### src/arle_pkg.sv
// Shared types and constants for the animation RLE decoder.
// Used by arle_step and animation_rle_decoder_top; depends on nothing else.
package arle_pkg;

   // Parse phases, one-hot.
   typedef enum logic [8:0] {
      PH_SIZE  = 9'b000000001,
      PH_FLAGS = 9'b000000010,
      PH_LINE  = 9'b000000100,
      PH_PAD   = 9'b000001000,
      PH_SKIP  = 9'b000010000,
      PH_CODE  = 9'b000100000,
      PH_LIT   = 9'b001000000,
      PH_RUN   = 9'b010000000,
      PH_IDLE  = 9'b100000000
   } phase_type;

   localparam logic [3:0]  SIZE_BYTES      = 4'd4;
   localparam logic [3:0]  FLAG_BYTES      = 4'd2;
   localparam logic [3:0]  LINE_BYTES      = 4'd2;
   localparam logic [3:0]  PAD_BYTES       = 4'd6;
   localparam logic [15:0] START_LINE_FLAG = 16'h0008;
   localparam logic [7:0]  CODE_NEW_SKIP   = 8'h00;
   localparam logic [7:0]  CODE_NEXT_LINE  = 8'hFF;
   localparam logic [2:0]  DEPTH_8         = 3'd0;

   typedef struct packed {
      logic [7:0] data_byte;
      logic       frame_start;
   } req_type;

   typedef struct packed {
      logic [15:0] pix_x;
      logic [15:0] pix_y;
      logic [31:0] pixel_word;
      logic [2:0]  unit_width;
      logic [6:0]  repeat_count;
      logic        frame_done;
      logic        depth_error;
   } rsp_type;

   typedef struct packed {
      phase_type   phase;
      logic [3:0]  header_byte_count;
      logic [15:0] header_flags;
      logic [15:0] cur_x;
      logic [15:0] cur_y;
      logic [6:0]  units_left;
      logic [1:0]  byte_in_unit;
      logic [31:0] unit_accum;
   } state_type;

   localparam state_type STATE_CLEAR = '{
      phase:             PH_SIZE,
      header_byte_count: 4'd0,
      header_flags:      16'd0,
      cur_x:             16'd0,
      cur_y:             16'd0,
      units_left:        7'd0,
      byte_in_unit:      2'd0,
      unit_accum:        32'd0
   };

   // Bytes in one pixel unit for the two low bits of the depth mode.
   function automatic logic [2:0] unit_bytes(input logic [1:0] depth_low);
      logic [2:0] nbytes;
      case (depth_low)
         2'd1:    nbytes = 3'd2;
         2'd2:    nbytes = 3'd3;
         default: nbytes = 3'd4;
      endcase
      return nbytes;
   endfunction

endpackage

### src/animation_rle_decoder_top.sv
// Top level of the animation RLE decoder: state and result registers, handshakes.
// Depends on arle_pkg and arle_step.
//
// The decoder takes one byte of a run-length coded animation chunk per transfer and
// can accept a byte on every clock cycle while no result waits untaken. Each byte
// is parsed in the cycle it is accepted: the parse state register is updated at
// that edge, and the result it causes, if any, is loaded into a one-entry output
// register, so rsp_valid rises in the cycle after the byte that completes a pixel
// unit, ends the frame, or finds an unsupported depth. A new byte is taken while a
// result waits, provided the result is taken in the same cycle. Write the depth
// register only while no result is pending; the write takes effect for the next byte.
module animation_rle_decoder_top (
   input  logic              clock,
   input  logic              reset,
   input  logic              req_valid,
   output logic              req_ready,
   input  arle_pkg::req_type req_data,
   output logic              rsp_valid,
   input  logic              rsp_ready,
   output arle_pkg::rsp_type rsp_data,
   input  logic              csr_valid,
   output logic              csr_ready,
   input  logic [2:0]        csr_data
);

   arle_pkg::state_type state_ff;
   arle_pkg::state_type state_in;
   arle_pkg::rsp_type   rsp_data_ff;
   arle_pkg::rsp_type   step_res;
   logic                rsp_valid_ff;
   logic                rsp_valid_in;
   logic                step_valid;
   logic [2:0]          depth_mode_ff;
   logic                req_fire;

   arle_step u_step (
      .state_cur  (state_ff),
      .req        (req_data),
      .depth_mode (depth_mode_ff),
      .state_nxt  (state_in),
      .res_valid  (step_valid),
      .res        (step_res)
   );

   assign req_ready = !rsp_valid_ff || rsp_ready;
   assign req_fire  = req_valid && req_ready;
   assign csr_ready = 1'b1;
   assign rsp_valid = rsp_valid_ff;
   assign rsp_data  = rsp_data_ff;

   always_comb begin
      rsp_valid_in = rsp_valid_ff;
      if (req_fire) begin
         rsp_valid_in = step_valid;
      end else if (rsp_ready) begin
         rsp_valid_in = 1'b0;
      end
   end

   always_ff @(posedge clock) begin
      if (reset) begin
         state_ff      <= arle_pkg::STATE_CLEAR;
         rsp_valid_ff  <= 1'b0;
         depth_mode_ff <= 3'd0;
      end else begin
         rsp_valid_ff <= rsp_valid_in;
         if (req_fire) begin
            state_ff <= state_in;
         end
         if (csr_valid && csr_ready) begin
            depth_mode_ff <= csr_data;
         end
      end
   end

   always_ff @(posedge clock) begin
      if (req_fire && step_valid) begin
         rsp_data_ff <= step_res;
      end
   end

   // A byte taken after the frame has ended or failed yields nothing.
   assert property (@(posedge clock) disable iff (reset)
      (req_fire && !req_data.frame_start && state_ff.phase == arle_pkg::PH_IDLE)
      |=> !rsp_valid_ff)
      else $error("result produced by a byte in the idle phase");

   // A pending end-of-frame or depth error result leaves the parser idle.
   assert property (@(posedge clock) disable iff (reset)
      (rsp_valid_ff && (rsp_data_ff.frame_done || rsp_data_ff.depth_error))
      |-> state_ff.phase == arle_pkg::PH_IDLE)
      else $error("parser not idle after frame end or depth error");

   // A pixel span carries no status flags.
   assert property (@(posedge clock) disable iff (reset)
      (rsp_valid_ff && rsp_data_ff.unit_width != 3'd0)
      |-> (!rsp_data_ff.frame_done && !rsp_data_ff.depth_error))
      else $error("pixel span flagged as frame end or error");

endmodule

### src/arle_step.sv
// One byte of the parse: next decoder state and the result, if any, for one byte.
// Depends on arle_pkg.
module arle_step (
   input  arle_pkg::state_type state_cur,
   input  arle_pkg::req_type   req,
   input  logic [2:0]          depth_mode,
   output arle_pkg::state_type state_nxt,
   output logic                res_valid,
   output arle_pkg::rsp_type   res
);

   arle_pkg::state_type work;
   logic [2:0]  upx;
   logic [3:0]  cnt_inc;
   logic [7:0]  b;
   logic [7:0]  b_minus1;
   logic [7:0]  run_len;
   logic [15:0] skip_adv;
   logic [15:0] run_adv;
   logic [15:0] flags_new;
   logic [31:0] accum_new;
   logic [6:0]  lit_left;

   always_comb begin
      b         = req.data_byte;
      // A marked byte restarts the chunk and is then parsed as its first byte.
      work      = req.frame_start ? arle_pkg::STATE_CLEAR : state_cur;
      upx       = (depth_mode == arle_pkg::DEPTH_8) ? 3'd4 : 3'd1;
      cnt_inc   = work.header_byte_count + 4'd1;
      b_minus1  = b - 8'd1;
      skip_adv  = (depth_mode == arle_pkg::DEPTH_8) ? {6'd0, b_minus1, 2'b00}
                                                     : {8'd0, b_minus1};
      run_len   = (work.units_left == 7'd0) ? 8'd128 : {1'b0, work.units_left};
      run_adv   = (depth_mode == arle_pkg::DEPTH_8) ? {6'd0, run_len, 2'b00}
                                                     : {8'd0, run_len};
      flags_new = {work.header_flags[7:0], b};
      accum_new = {work.unit_accum[23:0], b};
      lit_left  = work.units_left - 7'd1;

      state_nxt = work;
      res_valid = 1'b0;
      res       = '0;

      if (work.phase != arle_pkg::PH_IDLE) begin
         if (depth_mode[2]) begin
            state_nxt.phase = arle_pkg::PH_IDLE;
            res_valid       = 1'b1;
            res.depth_error = 1'b1;
         end else begin
            case (work.phase)
               arle_pkg::PH_SIZE: begin
                  if (cnt_inc >= arle_pkg::SIZE_BYTES) begin
                     state_nxt.header_byte_count = 4'd0;
                     state_nxt.phase             = arle_pkg::PH_FLAGS;
                  end else begin
                     state_nxt.header_byte_count = cnt_inc;
                  end
               end
               arle_pkg::PH_FLAGS: begin
                  state_nxt.header_flags = flags_new;
                  if (cnt_inc >= arle_pkg::FLAG_BYTES) begin
                     state_nxt.header_byte_count = 4'd0;
                     if ((flags_new & arle_pkg::START_LINE_FLAG) != 16'd0) begin
                        state_nxt.phase = arle_pkg::PH_LINE;
                     end else begin
                        state_nxt.cur_y = 16'd0;
                        state_nxt.phase = arle_pkg::PH_SKIP;
                     end
                  end else begin
                     state_nxt.header_byte_count = cnt_inc;
                  end
               end
               arle_pkg::PH_LINE: begin
                  state_nxt.cur_y = {work.cur_y[7:0], b};
                  if (cnt_inc >= arle_pkg::LINE_BYTES) begin
                     state_nxt.header_byte_count = 4'd0;
                     state_nxt.phase             = arle_pkg::PH_PAD;
                  end else begin
                     state_nxt.header_byte_count = cnt_inc;
                  end
               end
               arle_pkg::PH_PAD: begin
                  if (cnt_inc >= arle_pkg::PAD_BYTES) begin
                     state_nxt.header_byte_count = 4'd0;
                     state_nxt.phase             = arle_pkg::PH_SKIP;
                  end else begin
                     state_nxt.header_byte_count = cnt_inc;
                  end
               end
               arle_pkg::PH_SKIP: begin
                  if (b == 8'd0) begin
                     state_nxt.phase = arle_pkg::PH_IDLE;
                     res_valid       = 1'b1;
                     res.frame_done  = 1'b1;
                  end else begin
                     state_nxt.cur_x = work.cur_x + skip_adv;
                     state_nxt.phase = arle_pkg::PH_CODE;
                  end
               end
               arle_pkg::PH_CODE: begin
                  state_nxt.byte_in_unit = 2'd0;
                  state_nxt.unit_accum   = 32'd0;
                  if (b == arle_pkg::CODE_NEW_SKIP) begin
                     state_nxt.phase = arle_pkg::PH_SKIP;
                  end else if (b == arle_pkg::CODE_NEXT_LINE) begin
                     state_nxt.cur_x = 16'd0;
                     state_nxt.cur_y = work.cur_y + 16'd1;
                     state_nxt.phase = arle_pkg::PH_SKIP;
                  end else if (!b[7]) begin
                     state_nxt.units_left = b[6:0];
                     state_nxt.phase      = arle_pkg::PH_LIT;
                  end else begin
                     // Negated code, 128 maps to zero.
                     state_nxt.units_left = 7'd0 - b[6:0];
                     state_nxt.phase      = arle_pkg::PH_RUN;
                  end
               end
               arle_pkg::PH_LIT, arle_pkg::PH_RUN: begin
                  if (({1'b0, work.byte_in_unit} + 3'd1)
                      < arle_pkg::unit_bytes(depth_mode[1:0])) begin
                     state_nxt.unit_accum   = accum_new;
                     state_nxt.byte_in_unit = work.byte_in_unit + 2'd1;
                  end else begin
                     res_valid      = 1'b1;
                     res.pix_x      = work.cur_x;
                     res.pix_y      = work.cur_y;
                     res.pixel_word = accum_new;
                     res.unit_width = upx;
                     if (work.phase == arle_pkg::PH_LIT) begin
                        res.repeat_count     = 7'd1;
                        state_nxt.cur_x      = work.cur_x + {13'd0, upx};
                        state_nxt.units_left = lit_left;
                        if (lit_left == 7'd0) begin
                           state_nxt.phase = arle_pkg::PH_CODE;
                        end
                     end else begin
                        res.repeat_count     = work.units_left;
                        state_nxt.cur_x      = work.cur_x + run_adv;
                        state_nxt.units_left = 7'd0;
                        state_nxt.phase      = arle_pkg::PH_CODE;
                     end
                     state_nxt.byte_in_unit = 2'd0;
                     state_nxt.unit_accum   = 32'd0;
                  end
               end
               default: begin
                  state_nxt.phase = arle_pkg::PH_IDLE;
               end
            endcase
         end
      end
   end

endmodule
### config.mk
export PLATFORM = sky130hd
export DESIGN_NAME = animation_rle_decoder_top
export DESIGN_NICKNAME = d
export VERILOG_FILES = /design/src/arle_pkg.sv /design/src/animation_rle_decoder_top.sv /design/src/arle_step.sv
export SDC_FILE = /design/constraint.sdc
export NUM_CORES = 1
export LEC_CHECK = 0
export BUFFER_PORTS_ARGS = -buffer_cell sky130_fd_sc_hd__buf_4
export CAP_MARGIN = 30
export CORE_MARGIN = 8
export CORE_UTILIZATION = 41
export CTS_CLUSTER_DIAMETER = 100
export DETAILED_ROUTE_END_ITERATION = 16
export GPL_ROUTABILITY_DRIVEN = 0
export SLEW_MARGIN = 20
export SYNTH_ARGS = -nofsm -noshare
export SYNTH_HDL_FRONTEND = slang
export SYNTH_SLANG_ARGS = --single-unit
### constraint.sdc
create_clock -name clock -period 8.9 [get_ports clock]
set_clock_uncertainty 0.1 [all_clocks]
set_input_delay 0.89 -clock clock [delete_from_list [all_inputs] [get_ports clock]]
set_output_delay 0.89 -clock clock [all_outputs]
set_load 0.01 [all_outputs]
==> impl_results.md, run 1 <==
- Post-Syn Area per Cell: just under 9 µm²
- Post-route ant nets: 0
- CP Capture Type: flop
- Detailed placement HPWL: just under 20 mm
- EDFF count, synth: 75
- Flop2flop setup slack: 4.66 ns
- Area Growth Syn to Fin: 15.7%
- WP data required: 8.86 ns
- Register Area: approximately 0.004 mm²
- Htree depth: 4
- Area occupied by multi-input gates: 0.00489 mm²
- Clk Latency, worst-skew pair: ~0.43 ns
- R2R depth: 8
- Post-CTS setup buffers: 0
- DRC: 0
- Max_slew headroom: 34.8%
- Fin crit share: a little over half
- Pre-antenna DRT Iters: 5
- Run status: completed
- Hold depth: 2
- Reg2Reg Launch Point: depth_mode_ff[0]
- Total vias in the final route: roughly 8300
- Die extent in x: 166 µm
- Max FO, Critical Path: 40
- Fin Setup TNS: 0 ns
- Post-synthesis sequential area ratio: between 40% and 50%
- Power Dens Cells: 158 mW/mm²
- Initial antenna violation count: 0
- CTS Sinks: 157
- Cts repair resizes: 0
- CTS tree: yes
- First-pass GRT wire length: between 40 and 50 mm
- DRT iter0 DRCs: between 700 and 800
- I/O pin total: 96
- Hold Path End: state_ff[65]
- Leak: 4.07 nW
- Clock root cell: clkbuf_16
- Largest net degree at the start of global routing: 72
- Async SR Flop Fraction: 0%
- Die Span Y: 166 µm
- Starting Density: around two fifths
- FMAX: 214 MHz
- Cts hold-fix bufs: 0
- WL final: ~28 mm
- Main flop type after synthesis: dfxtp_1
- Die Area: 0.0274 mm²
- FP Rows: between 50 and 60
- Hold Startpoint: state_ff[65]
- Core ar.: around 0.022 mm²
- Max-slew violation count: 0
- Synthesis Warnings: 0
- Synth Register Bits: 157
- Syn nets: ~1100
- GRT Overall Usage: between 10% and 20%
- Share of cells above drive strength 1: between 10 and 15%
- Max clock buf depth: 2
- Setup Crit Path Kind: input pin to flop
- Post-detailed-route wirelength per cell: around 20 µm
- Total power: roughly 1.7 mW
- Startpoint types: input pin
- # diodes: 0
- Clock transition at path regs: about 0.070 ns
- VDD IR max: roughly 0.11 mV
- Worst path arrival time: between 4 and 5 ns
- Hold Path Class: flop to flop
- Syn Inst Count: 1042
- CTS Buf Count: 17
- Total Nets Final: about 1100
- Worst-margin pin slew: 0.976 ns
- Fillers: about 2100
- Count of final hold-check violations: 0
- Max cap viols: 0
- Avg Vias per Cell: about 6
- Fin util: between 40% and 50%
- Vias in the first global route: 7966
- Setup violations, final: 0
- Total gr overflow: 0
- RSZ-0062 raised after global routing: false
- Cell variety after synth: 80
- Cell Area, Synth: 0.00919 mm²
- IO Port Bufs: a little over 90
- Reg2reg end: rsp_data[11]
- Minimum clock period: around 4.7 ns
## cell families (layout without fill, tap and decap cells)
family	count (synthesis)	after routing	synth area share [%]
DFF	157	157	42.4
other	2	2	0.0818
and+or+nand+nor	433	433	23.6
xor gates and xnor gates	29	29	2.77
muxes	6	6	0.654
AOI/OAI and AO/OA	277	277	20.7
adders and majority gates	36	36	5.07
buffers and inverters	102	162	4.65
## per-stage QoR
stage | hold WS [ns] | setup WS [ns] | cell area, µm² | std cells
6_report | 0.367 | 4.23 | 10600 | 1382
5_1_grt | 0.386 | 4.05 | 10600 | 1382
4_1_cts | 0.366 | 4.32 | 10600 | 1382
3_5_place_dp | 0.350 | 3.87 | 10000 | 1350
3_3_place_gp | 0.339 | 3.68 | 10000 | 1348
2_1_floorplan | 0.332 | 0.668 | 9190 | 1042
## routing by layer
metal	GRT usage, %	routed length (µm)	vias to the layer above
met5	0	0	-
met4	5.96	482	0
met3	3.36	1560	36
met2	32.1	13200	293
met1	25.3	12200	4026
li1	-	-	3948
## worst max-delay path: stages
cell and delay [ns]:
buf_4 0.31, nor2b_1 0.09, ha_1 0.33, ha_1 0.28, nand2_1 0.04, o21ai_0 0.72, nand2b_1 0.51, a21oi_4 0.78
buf_4 0.62
## cell usage after synthesis, types with 3 or more instances
master | number | area [µm²]
o2111ai_1 | 3 | 26.3
and2_1 | 7 | 43.8
clkbuf_1 | 58 | 218
a211oi_1 | 7 | 52.6
o22ai_1 | 17 | 106
a32oi_1 | 3 | 26.3
o21ai_1 | 5 | 25.0
mux2i_1 | 6 | 60.1
dfxtp_1 | 82 | 1640
a22oi_1 | 42 | 315
nor2_1 | 117 | 439
buf_6 | 3 | 33.8
ha_1 | 34 | 425
nand3_1 | 25 | 125
o21a_1 | 4 | 30.0
nand2b_1 | 10 | 62.6
a21o_1 | 6 | 45.0
nand2_1 | 101 | 379
edfxtp_1 | 75 | 2250
or4_1 | 5 | 37.5
o211ai_1 | 8 | 60.1
nand4_1 | 11 | 68.8
a22o_1 | 14 | 123
a32o_1 | 3 | 30.0
inv_1 | 25 | 93.8
nor2b_1 | 24 | 150
buf_4 | 4 | 30.0
and3_1 | 62 | 388
nor4_1 | 14 | 87.6
o221a_1 | 3 | 33.8
o21ai_0 | 47 | 235
o32ai_1 | 5 | 43.8
a21boi_0 | 4 | 30.0
buf_2 | 5 | 25.0
xor2_1 | 13 | 114
xnor2_1 | 16 | 140
o41ai_1 | 3 | 26.3
or2_2 | 7 | 43.8
a31oi_1 | 13 | 81.3
a21oi_1 | 62 | 310
or3_1 | 7 | 43.8
nor3_1 | 19 | 95.1
nand3b_1 | 4 | 30.0
buf_1 | 7 | 26.3
## worst max path at each step
| stage | start | endpoint | cells after the start |
|---|---|---|---|
| after global routing | req_data[0] | rsp_data[11] | 9 |
| after CTS | req_data[0] | rsp_data[11] | 9 |
| after detailed placement | req_data[0] | rsp_data[50] | 9 |
| after global placement | req_data[0] | rsp_data[40] | 9 |
| after floorplan | req_data[0] | rsp_data[0] | 14 |
| final | req_data[0] | rsp_data[11] | 9 |
## final cells by class
type                       instances  area share, %
clock inverter                    14           1.41
inverter                          25          0.883
clock buffer                      18           4.13
tap                              280           3.30
sequential                       157           36.7
timing repair buffer             105           7.58
multi-input combinational        783           46.0
## report_power, final
part,leakage (nW),total (mW),internal [mW],switching [mW]
clock,0.288,0.736,0.404,0.332
sequential,1.33,0.775,0.765,0.00948
combinational,2.45,0.164,0.0542,0.109
## flip-flops by register name, indices dropped and copies added, names as in the netlist
register       count
state_ff          78
rsp_data          75
depth_mode_ff      3
rsp_valid          1
## cell usage in the layout (no fill, tap or decap), types with 25 or more instances in the layout
cell | synthesis | routed
nor2_1 | 117 | 116
buf_4 | 4 | 103
nand2_1 | 101 | 101
dfxtp_1 | 82 | 82
edfxtp_1 | 75 | 75
and3_1 | 62 | 62
a21oi_1 | 62 | 61
o21ai_0 | 47 | 47
a22oi_1 | 42 | 42
ha_1 | 34 | 34
inv_1 | 25 | 25
nand3_1 | 25 | 25
(Power assumes the default switching activity.)
==> inputs of run 2 (changes only) <==
==> constraint.sdc (replaced) <==
create_clock -name clock -period 4.8 [get_ports clock]
set_clock_uncertainty 0.1 [all_clocks]
set_input_delay 0.48 -clock clock [delete_from_list [all_inputs] [get_ports clock]]
set_output_delay 0.48 -clock clock [all_outputs]
set_load 0.01 [all_outputs]
==> run 2 against run 1 <==
Net effect:
- setup slack got worse by 3.5 ns
- wire length increased by 2.5%
- via count decreased by 0.20%
- largest cell class unchanged
- largest power group unchanged
- sequential share of layout area decreased by 0.086 points
==> impl_results.md, run 2 (synthesized netlist as in run 1, its figures left out) <==
- Run status: completed
- Starting Density: 42.0%
- FMAX: between 200 and 250 MHz
- Post-CTS setup buffers: 0
- Post-route ant nets: 0
- Max cap viols: 0
- Worst path arrival time: roughly 4.3 ns
- # diodes: 0
- VDD IR max: ~0.24 mV
- Max-slew violation count: 0
- Die extent in x: 166 µm
- Worst-margin pin slew: 0.923 ns
- Htree depth: 4
- Clock root cell: clkbuf_16
- Cts repair resizes: 0
- CTS Buf Count: 17
- WL final: 28.2 mm
- Max clock buf depth: 2
- Startpoint types: flop
- Fin Setup TNS: 0 ns
- Count of final hold-check violations: 0
- IO Port Bufs: 93
- Setup violations, final: 0
- Final non-filler cell total: 1386
- Post-detailed-route wirelength per cell: between 20 and 25 µm
- Vias in the first global route: 7947
- Power Dens Cells: 289 mW/mm²
- Inst Count DP: between 1000 and 1500
- Die Span Y: about 170 µm
- Clock transition at path regs: about 0.070 ns
- DRC: 0
- Pre-antenna DRT Iters: 6
- FP Rows: 54
- Cts hold-fix bufs: 0
- Minimum clock period: between 4 and 5 ns
- WP data required: approximately 5.0 ns
- Hold Path Class: input pin to flop
- Leak: roughly 4 nW
- Die Area: ~0.027 mm²
- Wl on met1: 12.2 mm
- Commonest cells after routing, fill and taps aside: nor2_1 (116), buf_4 (106), nand2_1 (101)
- GRT Overall Usage: between 10% and 20%
- I/O pin total: 96
- Met3 wirelength from detailed routing: between 1.5 and 2 mm
- CTS tree: yes
- First-pass GRT wire length: 44.8 mm
- DRT iter0 DRCs: slightly above 800
- Avg Vias per Cell: 5.98
- Max_slew headroom: roughly two fifths
- Leading cell type in the layout, fill and taps excluded: nor2_1
- Max FFs per register: slightly below 80
- Total Nets Final: ~1100
- Share of cells above drive strength 1: between 15 and 20%
- Area Growth Syn to Fin: 15.9%
- Highest routed layer: met4
- Setup Crit Path Kind: flop to flop
- RSZ-0062 raised after global routing: false
- Clk Latency, worst-skew pair: 0.43 ns
- CP Capture Type: flop
- Largest net degree at the start of global routing: a little over 70
- Total vias in the final route: 8286
- Initial antenna violation count: 0
- Core ar.: 0.0219 mm²
- Max FO, Critical Path: 10
- Fin crit share: between 80% and 90%
- CTS Sinks: between 150 and 200
- Detailed placement HPWL: ~20 mm
- Total gr overflow: 0
- Biggest register: state_ff
- Met2 wire length: 13.6 mm
[run 2: changes by cell type in the layout (fill, tap and decap cells not counted), sizes merged]
cell / before / now
clkinvlp: 1 / 2
buf: 105 / 109
inv: 32 / 31
clkbuf: 18 / 19
clkinv: 5 / 4
[run 2: critical path, stage by stage, from the launching register on]
cell      delay, ns
dfxtp_1        0.40
nor4_1         0.47
nand3_1        0.19
or3b_2         0.61
and3_1         0.23
a21oi_1        0.12
o22ai_1        0.12
ha_1           0.33
nand2_1        0.07
a21oi_1        0.34
o221ai_1       0.24
nand3b_1       0.14
o311a_1        0.22
o21ai_0        0.09
a32o_1         0.27
[run 2: area by class of cell]
type / count / area [µm²]
fillers: 2144 / 11200
multi-input cells: 783 / 4900
flip-flops and latches: 157 / 3890
repair buffers: 109 / 841
clock buffers: 19 / 443
well taps: 280 / 350
clock inverters: 13 / 128
inverters: 25 / 93.8
[run 2: where the power goes]
| part | leakage, nW | switching (mW) | internal [mW] |
|---|---|---|---|
| Combinational | 2.48 | 0.208 | 0.102 |
| Clock | 0.277 | 0.589 | 0.739 |
| Sequential | 1.33 | 0.0168 | 1.42 |
[run 2: per-layer routing]
layer  vias up  track usage, %
met4         0            7.09
met3        53            3.90
met2       310            32.6
met5         -               0
met1      3979            25.6
li1       3944               -
[run 2: worst paths after layout]
check                           to  cells after the start    startpoint  slack (ns)
setup / recovery      state_ff[71]                     14  state_ff[94]        0.75
hold / removal    depth_mode_ff[1]                      3   csr_data[1]        0.20
setup reg to reg      state_ff[71]                     14  state_ff[94]        0.75
hold reg to reg       state_ff[65]                      2  state_ff[65]        0.36
[run 2: metrics by stage]
step	power, mW	hold slack (ns)	area (µm²)	utilization, %	setup slack (ns)
floorplan	1.66	0.332	9210	-	0.0244
global placement	1.77	0.344	10100	46.0	0.682
detailed placement	1.77	0.349	10100	46.0	0.626
CTS	3.10	0.183	10600	48.6	0.784
global route	3.19	0.194	10600	48.6	0.337
finish	3.07	0.201	10600	48.6	0.750
